--- config.mk ---
export PLATFORM = sky130hd
export DESIGN_NAME = thermal_severity_classifier_top
export DESIGN_NICKNAME = d
export VERILOG_FILES = /design/src/sv/tsc_pkg.sv /design/src/sv/tsc_classify.sv /design/src/sv/thermal_severity_classifier_top.sv
export VERILOG_INCLUDE_DIRS = /design/src /design/src/sv
export SDC_FILE = /design/constraint.sdc
export NUM_CORES = 1
export LEC_CHECK = 0
export BUFFER_PORTS_ARGS = -buffer_cell sky130_fd_sc_hd__clkbuf_2
export CAP_MARGIN = 5
export CORE_MARGIN = 3
export CORE_UTILIZATION = 35
export CTS_BUF_LIST = sky130_fd_sc_hd__clkbuf_4 sky130_fd_sc_hd__clkbuf_8
export DETAILED_ROUTE_END_ITERATION = 6
export GPL_TIMING_DRIVEN = 1
export PLACE_DENSITY = 0.52
export SLEW_MARGIN = 20
export SYNTH_ARGS = -nofsm -noshare
export SYNTH_HDL_FRONTEND = slang
export SYNTH_SLANG_ARGS = --single-unit
--- constraint.sdc ---
create_clock -name i_clk -period 9.98 [get_ports i_clk]
set_input_delay 0.499 -clock i_clk [delete_from_list [all_inputs] [get_ports i_clk]]
set_output_delay 0.499 -clock i_clk [all_outputs]
set_load 0.01 [all_outputs]
--- src/sv/thermal_severity_classifier_top_assert.svh ---
// Assertion macros for the thermal severity classifier.
`ifndef THERMAL_SEVERITY_CLASSIFIER_TOP_ASSERT_SVH
`define THERMAL_SEVERITY_CLASSIFIER_TOP_ASSERT_SVH

`ifndef NO_ASSERTIONS
// Same-cycle implication on i_clk, disabled during reset.
`define TSC_ASSERT_IMPLY(label, ante, cons) \
    label: assert property (@(posedge i_clk) disable iff (!i_rst_n) (ante) |-> (cons)) \
        else $error("tsc assertion failed");
// Next-cycle implication on i_clk, disabled during reset.
`define TSC_ASSERT_NEXT(label, ante, cons) \
    label: assert property (@(posedge i_clk) disable iff (!i_rst_n) (ante) |=> (cons)) \
        else $error("tsc assertion failed");
`else
`define TSC_ASSERT_IMPLY(label, ante, cons)
`define TSC_ASSERT_NEXT(label, ante, cons)
`endif

`endif

--- src/sv/tsc_pkg.sv ---
`default_nettype none
package tsc_pkg;
    localparam int MAX_LEVELS  = 7;
    localparam int SEV_W       = 3;
    localparam int CTRL_W      = 7;
    localparam int HOT_BIT     = 6;
    localparam int HYST_W      = 20;
    localparam int CFG_IDX_W   = 3;

    localparam logic [CFG_IDX_W-1:0] REG_LEVEL_CTRL = 3'd6;
    localparam logic [CFG_IDX_W-1:0] REG_HYST       = 3'd7;

    localparam logic [CTRL_W-1:0] CTRL_RESET = 7'd64;
    localparam logic [HYST_W-1:0] HYST_RESET = 20'd5000;

    typedef struct packed {
        logic [SEV_W-1:0] severity;
        logic             changed;
    } t_cls_res;
endpackage
`default_nettype wire

--- src/sv/tsc_classify.sv ---
`default_nettype none
module tsc_classify
    import tsc_pkg::*;
#(
    parameter int NUM_LEVELS   = 7,
    parameter int SAMPLE_WIDTH = 24
) (
    input  wire logic [SAMPLE_WIDTH-1:0]                 i_sample,
    input  wire logic [NUM_LEVELS-2:0][SAMPLE_WIDTH-1:0] i_thr,
    input  wire logic [CTRL_W-1:0]                       i_ctrl,
    input  wire logic [HYST_W-1:0]                       i_hyst,
    input  wire logic [SEV_W-1:0]                        i_held,
    output t_cls_res                                     o_res
);
    // Spare bits keep threshold +/- hysteresis exact.
    localparam int CMP_W = ((SAMPLE_WIDTH > HYST_W) ? SAMPLE_WIDTH : HYST_W) + 2;

    logic signed [CMP_W-1:0] s_ext;
    logic signed [CMP_W-1:0] h_ext;
    logic                    hot;
    logic [SEV_W-1:0]        sev;

    assign s_ext = CMP_W'(signed'(i_sample));
    assign h_ext = signed'(CMP_W'(i_hyst));
    assign hot   = i_ctrl[HOT_BIT];

    // Ascending scan: the highest matching level overrides.
    always_comb begin
        logic signed [CMP_W-1:0] t_ext;
        logic                    hit;
        sev = '0;
        for (int lvl = 1; lvl < NUM_LEVELS; lvl++) begin
            t_ext = CMP_W'(signed'(i_thr[lvl-1]));
            if (i_held == SEV_W'(lvl)) begin
                t_ext = hot ? (t_ext - h_ext) : (t_ext + h_ext);
            end
            hit = hot ? (s_ext >= t_ext) : (s_ext <= t_ext);
            if (i_ctrl[lvl-1] && hit) begin
                sev = SEV_W'(lvl);
            end
        end
    end

    assign o_res.severity = sev;
    assign o_res.changed  = (sev != i_held);
endmodule
`default_nettype wire

--- src/sv/thermal_severity_classifier_top.sv ---
// Thermal severity classifier.
// Input stream (s_axis): one raw sensor sample per transfer, two's complement
// in the low SAMPLE_WIDTH bits of tdata. Output stream (m_axis): one result
// per sample with severity 0..NUM_LEVELS-1, the severity held before the latest
// change and a change flag.
// Config port: i_cfg_we with i_cfg_idx 0..5 writes the level thresholds,
// 6 the level enables and polarity, 7 the hysteresis; write only while idle.
// Each sample passes the input register and then the result register, which
// drives output valid. Throughput is one sample per cycle while the receiver
// accepts results: the input register feeds the compare and priority logic,
// which closes on the held level in the cycle that loads the result register.
// Reset clears the held and previous levels to 0, thresholds to 0, enables
// off with hot polarity, hysteresis 5000, and empties both registers.
// When the receiver stalls, the result register holds, the input register
// fills, and tready drops only once both are full; nothing is lost.
`default_nettype none
`include "thermal_severity_classifier_top_assert.svh"
module thermal_severity_classifier_top
    import tsc_pkg::*;
#(
    parameter int NUM_LEVELS   = 7,
    parameter int SAMPLE_WIDTH = 24,
    localparam int CFG_W       = (SAMPLE_WIDTH > HYST_W) ? SAMPLE_WIDTH : HYST_W,
    localparam int IN_TDATA_W  = ((SAMPLE_WIDTH + 7) / 8) * 8,
    localparam int OUT_BITS    = 2 * SEV_W + 1,
    localparam int OUT_TDATA_W = ((OUT_BITS + 7) / 8) * 8
) (
    input  wire logic                      i_clk,
    input  wire logic                      i_rst_n,
    input  wire logic                      i_cfg_we,
    input  wire logic [CFG_IDX_W-1:0]      i_cfg_idx,
    input  wire logic [CFG_W-1:0]          i_cfg_data,
    input  wire logic                      i_s_axis_tvalid,
    output logic                           o_s_axis_tready,
    input  wire logic [IN_TDATA_W-1:0]     i_s_axis_tdata,  // [SAMPLE_WIDTH-1:0] sample
    output logic                           o_m_axis_tvalid,
    input  wire logic                      i_m_axis_tready,
    output logic [OUT_TDATA_W-1:0]         o_m_axis_tdata   // [2:0] severity,
                                                            // [5:3] prior_severity,
                                                            // [6] level_changed
);
    logic [NUM_LEVELS-2:0][SAMPLE_WIDTH-1:0] r_thr;
    logic [CTRL_W-1:0]                       r_ctrl;
    logic [HYST_W-1:0]                       r_hyst;

    logic                    r_in_valid;
    logic [SAMPLE_WIDTH-1:0] r_sample;
    logic                    r_out_valid;
    logic [SEV_W-1:0]        r_sev;
    logic [SEV_W-1:0]        r_prior;
    logic                    r_changed;
    logic [SEV_W-1:0]        r_held;
    logic [SEV_W-1:0]        r_prev;

    logic                    advance;
    logic [SEV_W-1:0]        n_prev;
    t_cls_res                cls;

    always_ff @(posedge i_clk) begin
        if (!i_rst_n) begin
            r_thr  <= '0;
            r_ctrl <= CTRL_RESET;
            r_hyst <= HYST_RESET;
        end else if (i_cfg_we) begin
            for (int k = 0; k < NUM_LEVELS - 1; k++) begin
                if (i_cfg_idx == CFG_IDX_W'(k)) begin
                    r_thr[k] <= i_cfg_data[SAMPLE_WIDTH-1:0];
                end
            end
            if (i_cfg_idx == REG_LEVEL_CTRL) begin
                r_ctrl <= i_cfg_data[CTRL_W-1:0];
            end
            if (i_cfg_idx == REG_HYST) begin
                r_hyst <= i_cfg_data[HYST_W-1:0];
            end
        end
    end

    tsc_classify #(
        .NUM_LEVELS   (NUM_LEVELS),
        .SAMPLE_WIDTH (SAMPLE_WIDTH)
    ) u_classify (
        .i_sample (r_sample),
        .i_thr    (r_thr),
        .i_ctrl   (r_ctrl),
        .i_hyst   (r_hyst),
        .i_held   (r_held),
        .o_res    (cls)
    );

    assign advance         = r_in_valid && (!r_out_valid || i_m_axis_tready);
    assign o_s_axis_tready = !r_in_valid || advance;
    assign n_prev          = cls.changed ? r_held : r_prev;

    always_ff @(posedge i_clk) begin
        if (!i_rst_n) begin
            r_in_valid  <= 1'b0;
            r_out_valid <= 1'b0;
            r_held      <= '0;
            r_prev      <= '0;
        end else begin
            if (o_s_axis_tready) begin
                r_in_valid <= i_s_axis_tvalid;
            end
            if (advance) begin
                r_out_valid <= 1'b1;
                r_held      <= cls.severity;
                r_prev      <= n_prev;
            end else if (i_m_axis_tready) begin
                r_out_valid <= 1'b0;
            end
        end
    end

    always_ff @(posedge i_clk) begin
        if (o_s_axis_tready && i_s_axis_tvalid) begin
            r_sample <= i_s_axis_tdata[SAMPLE_WIDTH-1:0];
        end
        if (advance) begin
            r_sev     <= cls.severity;
            r_prior   <= n_prev;
            r_changed <= cls.changed;
        end
    end

    assign o_m_axis_tvalid = r_out_valid;
    assign o_m_axis_tdata  = OUT_TDATA_W'({r_changed, r_prior, r_sev});

    `TSC_ASSERT_IMPLY(a_sev_range, r_out_valid, r_sev <= SEV_W'(NUM_LEVELS - 1))
    `TSC_ASSERT_IMPLY(a_held_matches_out, r_out_valid, r_held == r_sev)
    `TSC_ASSERT_IMPLY(a_change_differs, r_out_valid && r_changed, r_sev != r_prior)
    `TSC_ASSERT_NEXT(a_in_hold, r_in_valid && !advance, r_in_valid && $stable(r_sample))
endmodule
`default_nettype wire
* Word level (Yosys, flattened, before mapping)
Cells that the tools add are included.
** Storage, ports and cells
- Register bits :: 210
- Input port bits :: 56
- Output and inout bits :: 10
- Word-level logic and storage cells :: 103
** Operators by class
- $add $sub $neg :: 12
- Eq/ne operators :: 14
- Magnitude comparators :: 12
- Multiplexer cells :: 27
- Reductions and logical operators :: 22
** Operators by type and width (count)
- $mux W26 :: 12
- $ge A24 B26 Y1 :: 6
- $le A24 B26 Y1 :: 6
- $add A24 B21 Y25 :: 6
- $sub A24 B21 Y25 :: 6
- $eq A3 B3 Y1 const B :: 7
- $reduce_and A2 Y1 :: 8
- $eq A3 B2 Y1 const B :: 4
- $mux W3 :: 4
- $mux W1 :: 9
- $logic_and A1 B1 Y1 :: 8
- $eq A3 B1 Y1 const B :: 2
- $mux W2 :: 2
- $logic_not A3 Y1 :: 1
- $ne A3 B3 Y1 :: 1
- $logic_not A1 Y1 :: 2
- $logic_or A1 B1 Y1 :: 2
- $reduce_bool A2 Y1 :: 1

* Depth between registers and ports, before layout
Gate-level depths: netlist (run 1).
- Word-level depth :: 14
- Mapped depth :: 37

* Cells and area by module
From an unflattened synthesis (run 1), not the netlist that was laid out.
** Second synthesis, totals
- Cells, all modules :: 2471
- Area, all modules :: 19761.5 µm²
** By module, submodules not included
- tsc_classify :: area each 12904.9 µm², times used 1, cells each 1796
- thermal_severity_classifier_top :: area each 6856.6 µm², times used 1, cells each 675

* Least setup slack after synthesis (run 1)
No wires, ideal clock.
- Path kind :: reg-to-reg
- From :: register r_ctrl[6]
- To :: register r_prior[2], data pin
- Arrival time :: 8269 ps
- Stages on the path, launching flop included :: 36
- Setup slack :: 1451 ps
- Buffers on the path :: 4
- Setup time :: 260 ps
- Data required time :: 9720 ps
- Path through :: dfxtp_1 clkbuf_1 clkbuf_1 clkbuf_1 buf_1 mux2i_1 ha_1 nor2b_1 o21ai_0 a211oi_1 o41ai_1 o211ai_1 a311oi_1 o41ai_1 o211ai_1 o211ai_2 maj3_1 maj3_1 xnor2_1 nor2_1 xnor2_1 ha_1 a21oi_1 nor2b_1 o21ai_0 nand2b_1 a21oi_1 nor2b_1 o21ai_0 o311a_1 nand4_1 and3_1 or4_1 o221ai_1 nand3_1 mux2_2
** RTL lines
- from (decl) :: line thermal_severity_classifier_top.sv:43 : logic [CTRL_W-1:0] r_ctrl;
- from (signal assigned) :: line thermal_severity_classifier_top.sv:71 : r_ctrl <= i_cfg_data[CTRL_W-1:0];
- to (signal assigned) :: line thermal_severity_classifier_top.sv:121 : r_prior <= n_prev;
- to (decl) :: line thermal_severity_classifier_top.sv:50 : logic [SEV_W-1:0] r_prior;

==> results of run 1 <==
==> cell usage in the layout (no fill, tap or decap), types with 54 or more instances in the layout <==
cell | synthesis | layout
nor2_1 | 191 | 185
nand2_1 | 492 | 491
xnor2_1 | 179 | 173
nor3_1 | 63 | 58
clkbuf_2 | 9 | 64
maj3_1 | 54 | 54
o21ai_0 | 92 | 92
dfxtp_1 | 179 | 178
ha_1 | 211 | 211
inv_1 | 83 | 83
buf_4 | 4 | 54
a21o_1 | 85 | 85
a21oi_1 | 296 | 296
==> flip-flops by register name, indices dropped and copies added, names as in the netlist <==
register,cells
o_m_axis_tvalid,1
r_held,3
r_hyst,20
r_prior,3
r_thr,144
r_changed,1
r_prev,3
r_ctrl,7
r_sample,24
r_sev,3
r_in_valid,1
==> routing by layer <==
metal | up-vias | global-route usage [%]
met4 | 0 | 10.1
met1 | 10200 | 35.9
met3 | 157 | 4.71
li1 | 10100 | -
met2 | 787 | 40.7
met5 | - | 0
==> cell families after synthesis <==
group                    after synthesis  share of synthesized area, %
buffers and inverters                264                          5.06
adder cells (fa/ha/maj)              274                          15.8
multiplexers                          31                          1.48
XOR/XNOR                             231                          9.75
AO/OA/AOI/OAI                        776                          24.4
flip-flops                           210                          21.4
AND/OR/NAND/NOR                     1023                          22.1
other                                  1                        0.0178
==> where the power goes <==
group	switching, mW	total, mW	leakage, nW	internal, mW
clock	0.445	1.04	0.505	0.591
combinational	0.391	0.635	6.30	0.244
sequential	0.0518	0.936	1.75	0.884
==> cell type report <==
cell class,count,area [sq um]
clock buffers,63,798
clock inverters,16,153
multi-input cells,2336,15600
diodes,1,2.50
well taps,773,967
repair buffers,124,786
inverters,86,328
flip-flops and latches,210,4520
fillers,6123,36200
==> final timing paths <==
kind	from	to	slack, ns	cells past startpoint
hold / removal	i_s_axis_tdata[7]	r_sample[7]	0.05	1
setup reg to reg	r_hyst[1]	r_prior[2]	1.10	34
setup / recovery	r_hyst[1]	r_prior[2]	1.10	34
hold reg to reg	r_ctrl[4]	r_ctrl[4]	0.46	2
==> critical path: cells and delay by family (launching register included) <==
kind            cells  cell delay [ns]
flops               1             0.40
compound gates      9             1.81
simple gates       13             2.75
xor+xnor            2             0.79
buf+inv             2             0.15
fa+ha+maj           6             2.24
mux                 2             0.45
==> per-stage QoR <==
step / utilization [%] / cell area, sq um / cells / power [mW]
floorplan: - / 21100 / 2810 / 1.37
global placement: 37.4 / 22200 / 3523 / 1.56
detailed placement: 37.4 / 22200 / 3523 / 1.57
CTS: 39.1 / 23200 / 3608 / 2.63
global route: 39.1 / 23200 / 3609 / 2.73
finish: 39.1 / 23200 / 3609 / 2.61
==> results.tsv, run 1 <==
metric	value	unit
post-route minimum period	8.88	ns
max-cap violations	0	
detailed-route via count	21200	
# DRC	0	
number of synthesized register bits	210	
Post-Syn Area per Cell	7.51	sq um
Crit-path slowest cell	xnor2_1	
first-pass GRT wire length	125000	microns
DP HPWL	62600	microns
Mapped Area	0.0211	sq mm
Slew @ Worst Pin	1.17	ns
unrepaired setup endpoints after global routing	false	
final hold slack	0.0482	ns
Leakage	8.56	nW
hold buffers post-CTS	6	
die height	252	microns
post-CTS sizing	0	
WL final	85500	microns
area grow syn2layout	9.86	%
synth unique cells	107	
CTS root buf	clkbuf_8	
Critical Path Most Common Cell	nor2_1	
cells after synthesis	2810	
Reg clk slew, reported paths	0.06	ns
Pre-Repair DR Iteration Count	7	
nets	3075	
post-CTS setup buffers	0	
Antenna Nets Post-Route	0	
clock skew	0.0178	ns
Synth top cells by count	nand2_1, a21oi_1, ha_1, nor2_1	
CP Launch Type	flip-flop	
setup violators final	0	
met3 WL	6260	microns
critical-path maximum fanout	13	
Final WS setup	1.10	ns
ratio of cells with drive above 1 in the final layout	9.77	%
Starting Density	35.6	%
# port buffers	64	
largest net degree at the start of global routing	105	
synth top area cells	dfxtp_1, ha_1, nand2_1, xnor2_1, a21oi_1	
metal2 WL	37200	microns
GRT Util Overall	26.1	%
Final Max Slew Viols	0	
DR iter-0 viols	2013	
WL/cell	23.7	microns
TritonCTS clock tree	yes	
pre-CTS setup slack	1.21	ns
Worst slew margin	20.2	%
Die X	252	microns
leading area contributor after synthesis	dfxtp_1	
CP required	10.35	ns
Async S/R FF share, synth	0	%
yosys warns	0	
outcome	finished clean	
full die area	0.0633	sq mm
GRT overflow	0	
Worst-Skew Late Latency	0.64	ns
CTS HTree Levels	2	
setup TNS	0	ns
Core Area	0.0594	sq mm
CP Data Arrival Time	9.25	ns
uppermost layer routed	met4	
CTS max path bufs	3	
row cnt	89	
Largest stage delay, worst path	0.68	ns
most common cell in the netlist	nand2_1	
period utilization	88.9	%
vias in the first global route	19600	
vias per cell	5.88	
Synth Flop Type	dfxtp_1	
critical path endpoint category	flip-flop	
final hold vios	0	
Max Fclk	113	MHz
power per cell area	112	mW/mm^2
Yosys top cell area share	17.0	%
routability cong.	0.930	
initial antenna violation count	1	
met1 WL	38600	microns
Sink Count	210	
total CTS buffers	44	
syn_nets	3083	
Hold/Removal Path Class	in2reg	
worst setup path category	reg2reg	
# IOs	66	
sequential fraction of the synthesis area	21.4	%
Peak VDD IR	67.9	uV
EDFF count, synth	31	
(Power assumes the default switching activity.)
==> inputs of run 2 (changes only) <==
CORE_UTILIZATION = 50   (was 35)
PLACE_DENSITY = 0.68   (was 0.52)
==> results.tsv, run 2 (same netlist as run 1, synthesis figures left out) <==
metric	value	unit	change
Final Cell Area	0.0228	sq mm	-1.6%
outcome	finished clean		
Core Area	0.0413	sq mm	-30%
Crit-path slowest cell	a2111oi_0		
post-CTS setup buffers	0		unchanged
met1 WL	33300	microns	-14%
Max Fclk	112	MHz	-1.0%
worst setup path category	reg2reg		
Sink Count	210		unchanged
initial antenna violation count	2		+1
CP required	10.34	ns	about the same
nets	3059		-0.52%
Power Total	2.62	mW	+0.43%
setup violators final	0		unchanged
largest net degree at the start of global routing	88		-16%
uppermost layer routed	met4		
CP Data Arrival Time	9.33	ns	+0.08 ns
Largest Register	r_thr		
# IOs	66		unchanged
TritonCTS clock tree	yes		
Reg clk slew, reported paths	0.07	ns	about the same
CP Launch Type	flip-flop		
CTS root buf	clkbuf_8		
largest registers	r_thr (144), r_sample (24), r_hyst (20)		
# port buffers	64		unchanged
routability cong.	0.977		+5.1%
area grow syn2layout	8.07	%	
DR iter-0 viols	2345		+16%
final hold slack	0.0508	ns	+0.00250 ns
most common cell after layout, fill and taps aside	nand2_1		
Worst slew margin	19.8	%	-0.45 points
WL/cell	23.9	microns	+0.88%
clock skew	0.0141	ns	-0.00379 ns
met3 WL	8350	microns	+33%
setup TNS	0	ns	unchanged
max-cap violations	0		unchanged
Antenna Cells	0		-1
Final Max Slew Viols	0		unchanged
GRT overflow	0		unchanged
vias in the first global route	20300		+3.7%
period utilization	89.8	%	+0.90 points
Worst-Skew Late Latency	0.62	ns	-0.02 ns
Antenna Nets Post-Route	0		unchanged
critical-path maximum fanout	13		unchanged
detailed-route via count	21600		+1.8%
final hold vios	0		unchanged
commonest non-fill, non-tap cells in the layout	nand2_1, a21oi_1, ha_1		
die height	211	microns	-16%
GRT Util Overall	35.1	%	+9.0 points
unrepaired setup endpoints after global routing	false		
hold buffers post-CTS	0		-6
row cnt	74		-17%
# DRC	0		unchanged
Starting Density	51.1	%	+16 points
Peak VDD IR	91.4	uV	+35%
critical path endpoint category	flip-flop		
full die area	0.0447	sq mm	-29%
WL final	80000	microns	-6.4%
DP HPWL	58200	microns	-6.9%
first-pass GRT wire length	120000	microns	-4.3%
post-CTS sizing	0		unchanged
area post-placement	0.0218	sq mm	-1.6%
Slew @ Worst Pin	1.17	ns	+0.00655 ns
power per cell area	115	mW/mm^2	+2.1%
metal2 WL	33500	microns	-10%
ratio of cells with drive above 1 in the final layout	9.62	%	-0.15 points
max reg flops	144		unchanged
CTS max path bufs	3		unchanged
total CTS buffers	42		-4.5%
post-route minimum period	8.97	ns	+0.0903 ns
Largest stage delay, worst path	0.62	ns	-0.06 ns
CTS HTree Levels	2		unchanged
Die X	211	microns	-16%
vias per cell	6.45		+9.7%
Hold/Removal Path Class	in2reg		
Leakage	8.51	nW	-0.59%
Pre-Repair DR Iteration Count	6		-1
-- run 2: cell types whose count changed in the layout (fill, tap and decap cells not counted), moves of 2 or more --
cell,previous run,this run
clkbuf_4,11,9
nor2_2,7,4
clkbuf_8,52,54
buf_4,54,46
clkinv_1,6,2
dlygate4sd3_1,6,0
nor2_4,1,4
-- run 2: metrics by stage --
| stage | utilization (%) | setup WS [ns] | std cells |
|---|---|---|---|
| 4_1_cts | 55.2 | 1.24 | 3350 |
| 2_1_floorplan | - | 1.45 | 2810 |
| 6_report | 55.2 | 1.01 | 3350 |
| 5_1_grt | 55.2 | 0.313 | 3350 |
| 3_5_place_dp | 52.8 | 1.27 | 3274 |
| 3_3_place_gp | 52.8 | 1.46 | 3274 |
-- run 2: layout make-up --
cell class                 instances  area (sq um)
fill                            3856         18500
multi-input combinational       2336         15700
sequential                       210          4520
clock buffer                      63           811
timing repair buffer             110           666
tap                              532           666
inverter                          86           328
clock inverter                    13           168
-- run 2: layer usage --
layer | global-route usage, % | vias to the layer above
met5 | 0 | -
met4 | 19.8 | 0
met3 | 6.61 | 241
met2 | 52.5 | 1084
met1 | 47.5 | 10200
li1 | - | 10000
-- run 2: worst max-delay path: cells and delay by family (launching register included) --
family	cells	cell delay [ns]
buffers and inverters	2	0.26
XOR/XNOR	3	0.40
flip-flops	1	0.52
adder cells (fa/ha/maj)	4	1.28
AND/OR/NAND/NOR	10	2.03
multiplexers	1	0.29
AO/OA/AOI/OAI	13	3.94
-- run 2: final timing paths --
kind                            from            to  slack [ns]  depth (start not counted)
setup / recovery           r_hyst[1]    r_prior[2]        1.01                         33
hold / removal    i_s_axis_tdata[13]  r_sample[13]        0.05                          1
setup reg to reg           r_hyst[1]    r_prior[2]        1.01                         33
hold reg to reg            r_ctrl[4]     r_ctrl[4]        0.46                          2
-- run 2: power breakdown --
group	internal (mW)	switching, mW	total [mW]
Combinational	0.241	0.384	0.625
Clock	0.623	0.435	1.06
Sequential	0.884	0.0509	0.935
Total	1.75	0.870	2.62
